## src/hw/rtl/ahsu_pkg.sv

```systemverilog
// Package with the types, constants and helper functions of the horizontal smush unit.
`timescale 1ns / 1ps

package ahsu_pkg;

    localparam int unsigned CHAR_W     = 21;
    localparam int unsigned RULES_W    = 6;
    localparam int unsigned APB_DATA_W = 32;
    localparam int unsigned APB_ADDR_W = 2;
    localparam int unsigned CLASS_W    = 3;

    localparam logic [APB_ADDR_W-1:0] SMUSH_RULES_ADDR = 2'd0;

    localparam logic [CHAR_W-1:0] HARDBLANK = 21'h0000a0;

    localparam logic [6:0] CH_BAR    = 7'h7c;
    localparam logic [6:0] CH_SLASH  = 7'h2f;
    localparam logic [6:0] CH_BSLASH = 7'h5c;
    localparam logic [6:0] CH_LSQ    = 7'h5b;
    localparam logic [6:0] CH_RSQ    = 7'h5d;
    localparam logic [6:0] CH_LCURLY = 7'h7b;
    localparam logic [6:0] CH_RCURLY = 7'h7d;
    localparam logic [6:0] CH_LPAREN = 7'h28;
    localparam logic [6:0] CH_RPAREN = 7'h29;
    localparam logic [6:0] CH_LT     = 7'h3c;
    localparam logic [6:0] CH_GT     = 7'h3e;
    localparam logic [6:0] CH_UNDER  = 7'h5f;
    localparam logic [6:0] CH_UPPER_Y = 7'h59;
    localparam logic [6:0] CH_UPPER_X = 7'h58;

    typedef enum logic [CLASS_W-1:0] {
        CLASS_BAR    = 3'd0,
        CLASS_SLASH  = 3'd1,
        CLASS_SQUARE = 3'd2,
        CLASS_CURLY  = 3'd3,
        CLASS_PAREN  = 3'd4,
        CLASS_ANGLE  = 3'd5,
        CLASS_NONE   = 3'd7
    } bracket_class_t;

    typedef struct packed {
        logic hardblank;
        logic big_x;
        logic opposite;
        logic hierarchy;
        logic underscore;
        logic equal;
    } rule_en_t;

    typedef struct packed {
        logic              merge_ok;
        logic [CHAR_W-1:0] merged_char;
    } smush_result_t;

    function automatic bracket_class_t bracket_class(input logic [6:0] c);
        bracket_class_t cls;
        unique case (c)
            CH_BAR:               cls = CLASS_BAR;
            CH_SLASH, CH_BSLASH:  cls = CLASS_SLASH;
            CH_LSQ, CH_RSQ:       cls = CLASS_SQUARE;
            CH_LCURLY, CH_RCURLY: cls = CLASS_CURLY;
            CH_LPAREN, CH_RPAREN: cls = CLASS_PAREN;
            CH_LT, CH_GT:         cls = CLASS_ANGLE;
            default:              cls = CLASS_NONE;
        endcase
        return cls;
    endfunction

    function automatic logic [CHAR_W-1:0] widen(input logic [6:0] c);
        return {{(CHAR_W-7){1'b0}}, c};
    endfunction

endpackage

```

## src/hw/rtl/ascii_art_horizontal_smush_unit.sv

```systemverilog
// Top level of the horizontal smush unit: input register, rule logic and result register.
//
//  Channel   Direction  Handshake              Payload
//  in        sink       in_valid / in_ready    left_char, right_char
//  out       source     out_valid / out_ready  merge_ok, merged_char
//  cfg       APB slave  psel, penable, pready  paddr, pwdata, prdata
//
// One pair is accepted every cycle unless the output stalls; its result is registered.
// The rule logic sits between the input register and the result register.
// Reset clears the valid flags and the rule mask, so nothing merges until configured.
// A stalled output holds both stages; each stage frees up as soon as the next one moves.
`timescale 1ns / 1ps

module ascii_art_horizontal_smush_unit (
    input  logic                              clk,
    input  logic                              rst_n,
    input  logic                              in_valid,
    output logic                              in_ready,
    input  logic [ahsu_pkg::CHAR_W-1:0]       left_char,
    input  logic [ahsu_pkg::CHAR_W-1:0]       right_char,
    output logic                              out_valid,
    input  logic                              out_ready,
    output logic                              merge_ok,
    output logic [ahsu_pkg::CHAR_W-1:0]       merged_char,
    input  logic                              psel,
    input  logic                              penable,
    input  logic                              pwrite,
    input  logic [ahsu_pkg::APB_ADDR_W-1:0]   paddr,
    input  logic [ahsu_pkg::APB_DATA_W-1:0]   pwdata,
    output logic [ahsu_pkg::APB_DATA_W-1:0]   prdata,
    output logic                              pready
);
    import ahsu_pkg::*;

    rule_en_t          rules;
    smush_result_t     comb_result;

    logic              s1_valid_reg;
    logic              s1_valid_next;
    logic [CHAR_W-1:0] left_reg;
    logic [CHAR_W-1:0] right_reg;
    logic              s1_load;

    logic              s2_valid_reg;
    logic              s2_valid_next;
    smush_result_t     result_reg;
    logic              s2_ready;

    ahsu_cfg_regs u_cfg (
        .clk     (clk),
        .rst_n   (rst_n),
        .psel    (psel),
        .penable (penable),
        .pwrite  (pwrite),
        .paddr   (paddr),
        .pwdata  (pwdata),
        .prdata  (prdata),
        .pready  (pready),
        .rules   (rules)
    );

    ahsu_rule_logic u_rules (
        .left_char  (left_reg),
        .right_char (right_reg),
        .rules      (rules),
        .result     (comb_result)
    );

    assign s2_ready = !s2_valid_reg || out_ready;
    assign in_ready = !s1_valid_reg || s2_ready;
    assign s1_load  = in_valid && in_ready;

    always_comb
    begin
        s1_valid_next = s1_valid_reg;
        if (in_ready)
        begin
            s1_valid_next = in_valid;
        end
    end

    always_comb
    begin
        s2_valid_next = s2_valid_reg;
        if (s2_ready)
        begin
            s2_valid_next = s1_valid_reg;
        end
    end

    always_ff @(posedge clk or negedge rst_n)
    begin
        if (!rst_n)
        begin
            s1_valid_reg <= 1'b0;
            s2_valid_reg <= 1'b0;
        end
        else
        begin
            s1_valid_reg <= s1_valid_next;
            s2_valid_reg <= s2_valid_next;
        end
    end

    always_ff @(posedge clk)
    begin
        if (s1_load)
        begin
            left_reg  <= left_char;
            right_reg <= right_char;
        end
        if (s2_ready && s1_valid_reg)
        begin
            result_reg <= comb_result;
        end
    end

    assign out_valid   = s2_valid_reg;
    assign merge_ok    = result_reg.merge_ok;
    assign merged_char = result_reg.merged_char;

`ifndef SYNTH
    a_no_merge_zero: assert property (@(posedge clk) disable iff (!rst_n)
        out_valid && !merge_ok |-> merged_char == '0)
        else $error("Result without a merge carries a nonzero character.");

    a_stage1_holds: assert property (@(posedge clk) disable iff (!rst_n)
        s1_valid_reg && !s2_ready |=> s1_valid_reg && $stable(left_reg) && $stable(right_reg))
        else $error("Input stage lost or changed a stalled pair.");

    a_stage_handoff: assert property (@(posedge clk) disable iff (!rst_n)
        s1_valid_reg && s2_ready |=> out_valid)
        else $error("Pair moved out of the input stage without reaching the output.");

    a_out_holds: assert property (@(posedge clk) disable iff (!rst_n)
        out_valid && !out_ready |=> out_valid && $stable(result_reg))
        else $error("Stalled result changed before it was taken.");
`endif

endmodule

```

## src/hw/rtl/ahsu_cfg_regs.sv

```systemverilog
// APB register block holding the smush rule enable mask.
`timescale 1ns / 1ps

module ahsu_cfg_regs (
    input  logic                              clk,
    input  logic                              rst_n,
    input  logic                              psel,
    input  logic                              penable,
    input  logic                              pwrite,
    input  logic [ahsu_pkg::APB_ADDR_W-1:0]   paddr,
    input  logic [ahsu_pkg::APB_DATA_W-1:0]   pwdata,
    output logic [ahsu_pkg::APB_DATA_W-1:0]   prdata,
    output logic                              pready,
    output ahsu_pkg::rule_en_t                rules
);
    import ahsu_pkg::*;

    logic [RULES_W-1:0] rules_reg;
    logic [RULES_W-1:0] rules_next;
    logic               wr_hit;

    assign pready = 1'b1;
    assign wr_hit = psel && penable && pwrite && (paddr == SMUSH_RULES_ADDR);

    always_comb
    begin
        rules_next = rules_reg;
        if (wr_hit)
        begin
            rules_next = pwdata[RULES_W-1:0];
        end
    end

    always_ff @(posedge clk or negedge rst_n)
    begin
        if (!rst_n)
        begin
            rules_reg <= '0;
        end
        else
        begin
            rules_reg <= rules_next;
        end
    end

    always_comb
    begin
        prdata = '0;
        if (paddr == SMUSH_RULES_ADDR)
        begin
            prdata = {{(APB_DATA_W-RULES_W){1'b0}}, rules_reg};
        end
    end

    assign rules = rules_reg;

endmodule

```

## src/hw/rtl/ahsu_rule_logic.sv

```systemverilog
// Combinational evaluation of the six smush rules for one character pair.
`timescale 1ns / 1ps

module ahsu_rule_logic (
    input  logic [ahsu_pkg::CHAR_W-1:0] left_char,
    input  logic [ahsu_pkg::CHAR_W-1:0] right_char,
    input  ahsu_pkg::rule_en_t          rules,
    output ahsu_pkg::smush_result_t     result
);
    import ahsu_pkg::*;

    logic           both_ascii;
    logic [6:0]     a7;
    logic [6:0]     b7;
    bracket_class_t ca;
    bracket_class_t cb;
    logic           opp_pair;
    logic           ca_valid;
    logic           cb_valid;

    assign a7 = left_char[6:0];
    assign b7 = right_char[6:0];
    assign both_ascii = (left_char[CHAR_W-1:7] == '0) && (right_char[CHAR_W-1:7] == '0);
    assign ca = bracket_class(a7);
    assign cb = bracket_class(b7);
    assign ca_valid = (ca != CLASS_NONE);
    assign cb_valid = (cb != CLASS_NONE);

    assign opp_pair = ((a7 == CH_LSQ)    && (b7 == CH_RSQ))    ||
                      ((a7 == CH_RSQ)    && (b7 == CH_LSQ))    ||
                      ((a7 == CH_LCURLY) && (b7 == CH_RCURLY)) ||
                      ((a7 == CH_RCURLY) && (b7 == CH_LCURLY)) ||
                      ((a7 == CH_LPAREN) && (b7 == CH_RPAREN)) ||
                      ((a7 == CH_RPAREN) && (b7 == CH_LPAREN));

    always_comb
    begin
        result = '0;
        priority if (rules.equal && (left_char == right_char) && (left_char != HARDBLANK))
        begin
            result = '{merge_ok: 1'b1, merged_char: right_char};
        end
        else if (both_ascii && rules.underscore && (a7 == CH_UNDER) && cb_valid)
        begin
            result = '{merge_ok: 1'b1, merged_char: right_char};
        end
        else if (both_ascii && rules.underscore && (b7 == CH_UNDER) && ca_valid)
        begin
            result = '{merge_ok: 1'b1, merged_char: left_char};
        end
        else if (both_ascii && rules.hierarchy && ca_valid && cb_valid && (ca < cb))
        begin
            result = '{merge_ok: 1'b1, merged_char: right_char};
        end
        else if (both_ascii && rules.hierarchy && ca_valid && cb_valid && (ca > cb))
        begin
            result = '{merge_ok: 1'b1, merged_char: left_char};
        end
        else if (both_ascii && rules.opposite && opp_pair)
        begin
            result = '{merge_ok: 1'b1, merged_char: widen(CH_BAR)};
        end
        else if (both_ascii && rules.big_x && (a7 == CH_SLASH) && (b7 == CH_BSLASH))
        begin
            result = '{merge_ok: 1'b1, merged_char: widen(CH_BAR)};
        end
        else if (both_ascii && rules.big_x && (a7 == CH_BSLASH) && (b7 == CH_SLASH))
        begin
            result = '{merge_ok: 1'b1, merged_char: widen(CH_UPPER_Y)};
        end
        else if (both_ascii && rules.big_x && (a7 == CH_GT) && (b7 == CH_LT))
        begin
            result = '{merge_ok: 1'b1, merged_char: widen(CH_UPPER_X)};
        end
        else if (rules.hardblank && (left_char == HARDBLANK) && (right_char == HARDBLANK))
        begin
            result = '{merge_ok: 1'b1, merged_char: HARDBLANK};
        end
        else
        begin
            result = '0;
        end
    end

endmodule
```

## config.mk

```make
export PLATFORM = sky130hd
export DESIGN_NAME = ascii_art_horizontal_smush_unit
export DESIGN_NICKNAME = d
export VERILOG_FILES = /design/src/hw/rtl/ahsu_pkg.sv /design/src/hw/rtl/ascii_art_horizontal_smush_unit.sv /design/src/hw/rtl/ahsu_cfg_regs.sv /design/src/hw/rtl/ahsu_rule_logic.sv
export SDC_FILE = /design/constraint.sdc
export NUM_CORES = 1
export LEC_CHECK = 0
export ABC_AREA = 1
export BUFFER_PORTS_ARGS = -buffer_cell sky130_fd_sc_hd__buf_2
export CAP_MARGIN = 5
export CORE_ASPECT_RATIO = 1.5
export CORE_MARGIN = 2
export CORE_UTILIZATION = 35
export DETAILED_ROUTE_END_ITERATION = 7
export PLACE_DENSITY = 0.63
export SLEW_MARGIN = 10
export SYNTH_ARGS = -nofsm -noshare
export SYNTH_HDL_FRONTEND = slang
export SYNTH_SLANG_ARGS = --single-unit
```

## constraint.sdc

```tcl
create_clock -name clk -period 3.8 [get_ports clk]
set_clock_uncertainty 0.1 [all_clocks]
set_input_delay 0.38 -clock clk [delete_from_list [all_inputs] [get_ports clk]]
set_output_delay 0.38 -clock clk [all_outputs]
set_load 0.01 [all_outputs]
```

==> flow_metrics.py <==
metrics = {
    "run_status": {
        "status": "completed",
    },
    "route": {
        "drc": 0,
        "dr.first_iter.drc_count": 179,
        "viasPerCell": 4.654,
        "drt.antenna.violating_nets": 0,
        "firstDrtPassIters": 4,
        "wl_per_cell_um": 14.53,
        "drt-total-wl_mm": 9.779,
        "num_vias": 3132,
    },
    "layout": {
        "drive_above_1_share": 0.2871,
        "design_area_um2": 4833,
        "synthToLayoutAreaGrowth_pct": 20.64,
        "fillCellCount": 1105,
        "n_antenna_cell": 0,
        "nNetsFinal": 607,
    },
    "worst_setup_path": {
        "arrival_ns": 3.19,
        "critPathMaxStageDelay_ns": 0.52,
        "cp_top_family": "simple AND/OR/NAND/NOR gates",
        "rr_worst_depth": 16,
        "worstPathMaxFanout": 17,
        "path_cells": "inv_2, nand3_2, nor2_1, nand2_1, nand2_1, nor2_8, a21oi_1, ha_1, nand2_1, nor2_1, nor3b_1, nand3_2, nand2_4, inv_4, nor2_1, a21oi_1",
        "start_kind": "register",
        "path_class": "register to register",
        "r2r_slack_ns": 0.58,
        "cp_data_required_time_ns": 3.77,
        "cp.depth": 16,
        "worst_path_max_delay_cell": "edfxtp_1",
        "worst-path-buf-inv": 2,
        "endpoint_kind": "register",
    },
    "synth": {
        "synth_edf_count": 64,
        "yosys_register_bits": 72,
        "synth_top_area_frac": 0.4797,
        "ys_seq_area_frac": 0.5297,
        "synth-compound-area-share": 0.05091,
        "synth-warning-count": 0,
        "synth_ff_type": "edfxtp_1",
        "synth_mux_area_frac": 0,
        "avgSynthCellArea_um2": 9.405,
        "synth.cell_area_um2": 4006,
        "synth_xor_area_frac": 0.01093,
        "synth_top_family_by_area": "simple AND/OR/NAND/NOR gates",
        "synth_top_cell_by_area": "edfxtp_1",
        "synth_fa_ha_area_frac": 0.009369,
        "postSynthCellCount": 426,
        "synth_area_leaders": "edfxtp_1, nand2_1, nor2_1, buf_4, dfrtp_1",
        "synth.most_common_cell": "nand2_1",
        "async_reset_ff_frac": 0.1111,
        "synth_common_cells": "nand2_1, edfxtp_1, nor2_1, inv_1, buf_4",
        "synth.distinct_cells": 39,
        "yosys.area_share.simple": 0.2854,
    },
    "min_path": {
        "hold_depth": 1,
        "hold_class": "input pin to register",
    },
    "placement": {
        "postPlaceCellArea_um2": 4502,
        "numPortBuffers": 86,
        "dp_hpwl_mm": 8.033,
        "gp_congestion": 0.8756,
    },
    "power": {
        "powerDensity_nw_per_um2": 442.6,
        "p_leak_uw": 0.002163,
        "power.total_uw": 2139,
        "peakVddDrop_mv": 0.2892,
    },
    "clocking": {
        "htreeDepth": 3,
        "cts_made_buffers": 9,
        "insertion_delay_ns": 0.33,
        "cts.sinks": 72,
        "clockBufferDepth": 2,
        "cts_tree": "yes",
        "cts-root-buf": "clkbuf_16",
        "clk_pin_slew_worst_paths_ns": 0.06,
        "cts.repair.resized": 0,
    },
    "sta": {
        "rsz0062_at_grt": "false",
        "period_minus_slack_ns": 3.221,
        "tightest_slew_ns": 0.7074,
        "finalSetupTns_ns": 0,
        "max_freq_mhz": 310.5,
        "hold_violations": 0,
        "post-route-period-util": 0.8475,
        "drv_slew": 0,
        "hold_slack_ns": 0.1226,
        "setup_viol": 0,
        "maxSlewHeadroom": 0.5273,
    },
    "floorplanning": {
        "initial_core_util": 0.3605,
        "die_x_um": 91.36,
        "coreArea_um2": 11110,
        "die_area_um2": 12340,
        "io_pins": 140,
        "fp.dieH_um": 135.0,
        "rows": 47,
    },
    "grt": {
        "grt_first_pass_wirelength_mm": 15.56,
        "grt_pass1_vias": 3090,
        "antenna_found_initial": 0,
        "grt_use_total": 0.1632,
        "grt_max_degree": 43,
        "overflow": 0,
    },
    "flow_run": {
        "max-cap-violations": 0,
    },
}
==> layer usage <==
metal	up-vias	global-route usage	wire length, um
met4	0	0.07407	313
li1	1550	-	-
met5	-	0	0
met2	130	0.2975	5075
met3	19	0.02790	548
met1	1433	0.1854	3842
==> cell type report <==
type,instances,area [um2],share of cell area
clock buffers,11,232.7,0.04815
multi-input cells,292,1541,0.3189
flip-flops and latches,72,2122,0.4390
well taps,147,183.9,0.03805
inverters,57,216.5,0.04478
repair buffers,89,455.4,0.09423
clock inverters,5,81.33,0.01683
==> what timing repair did <==
action | 4_1_cts | 5_1_grt
setup buffers | 0 | 0
hold buffers | 1 | 0
hold endpoints to repair | 8 | 0
==> path summary, 6_finish.rpt <==
path / from / to
worst max-delay path: right_reg[6]$_DFFE_PP_ / merged_char[0]$_DFFE_PP_
worst min-delay path: right_char[6] / right_reg[6]$_DFFE_PP_
worst max register to register: right_reg[6]$_DFFE_PP_ / merged_char[0]$_DFFE_PP_
worst min register to register: s1_valid_reg$_DFFE_PN0N_ / out_valid$_DFFE_PN0P_
max in group asynchronous: rst_n / out_valid$_DFFE_PN0P_
min in group asynchronous: rst_n / u_cfg.rules[3]$_DFFE_PN0P_
==> layout by cell type (no fill, tap or decap), drive strengths merged, types with 2 or more instances in the layout <==
master | Yosys | routed
buf | 29 | 88
nor2 | 87 | 87
nand2 | 83 | 83
edfxtp | 64 | 64
inv | 56 | 56
conb | 2 | 27
nand3 | 19 | 19
nand4 | 12 | 12
a21oi | 12 | 12
clkbuf | 1 | 11
o21ai | 10 | 10
o22ai | 9 | 9
dfrtp | 8 | 8
nor3 | 8 | 8
xnor2 | 5 | 5
nor4 | 4 | 4
nand3b | 3 | 3
ha | 3 | 3
clkinv | 1 | 3
and3 | 2 | 2
a31oi | 2 | 2
bufinv | 0 | 2
or2 | 2 | 2
==> cells by family (layout without fill, tap and decap cells) <==
| kind of cell | after synthesis | in the layout |
|---|---|---|
| other | 2 | 27 |
| AND/OR/NAND/NOR | 221 | 221 |
| adder cells (fa/ha/maj) | 3 | 3 |
| XOR/XNOR | 5 | 5 |
| flip-flops | 72 | 72 |
| AO/OA/AOI/OAI | 36 | 36 |
| buffers and inverters | 87 | 162 |
==> where the power goes <==
part | total, uW | leakage, uW | switching, uW | internal (uW)
registers | 1000 | 0.000707 | 55.3 | 946
logic | 256 | 0.00131 | 166 | 90.0
clock network | 882 | 0.000150 | 307 | 574
==> stage by stage <==
step                      utilization  instances  worst slack, ns
final                          0.4349        673           0.5795
after detailed placement       0.4050        656           0.5782
after global placement         0.4050        656           0.6299
after floorplan                     -        451            1.124
after CTS                      0.4342        673           0.5551
after global routing           0.4349        673           0.3479
No activity file was read; power rests on OpenSTA's default activity.
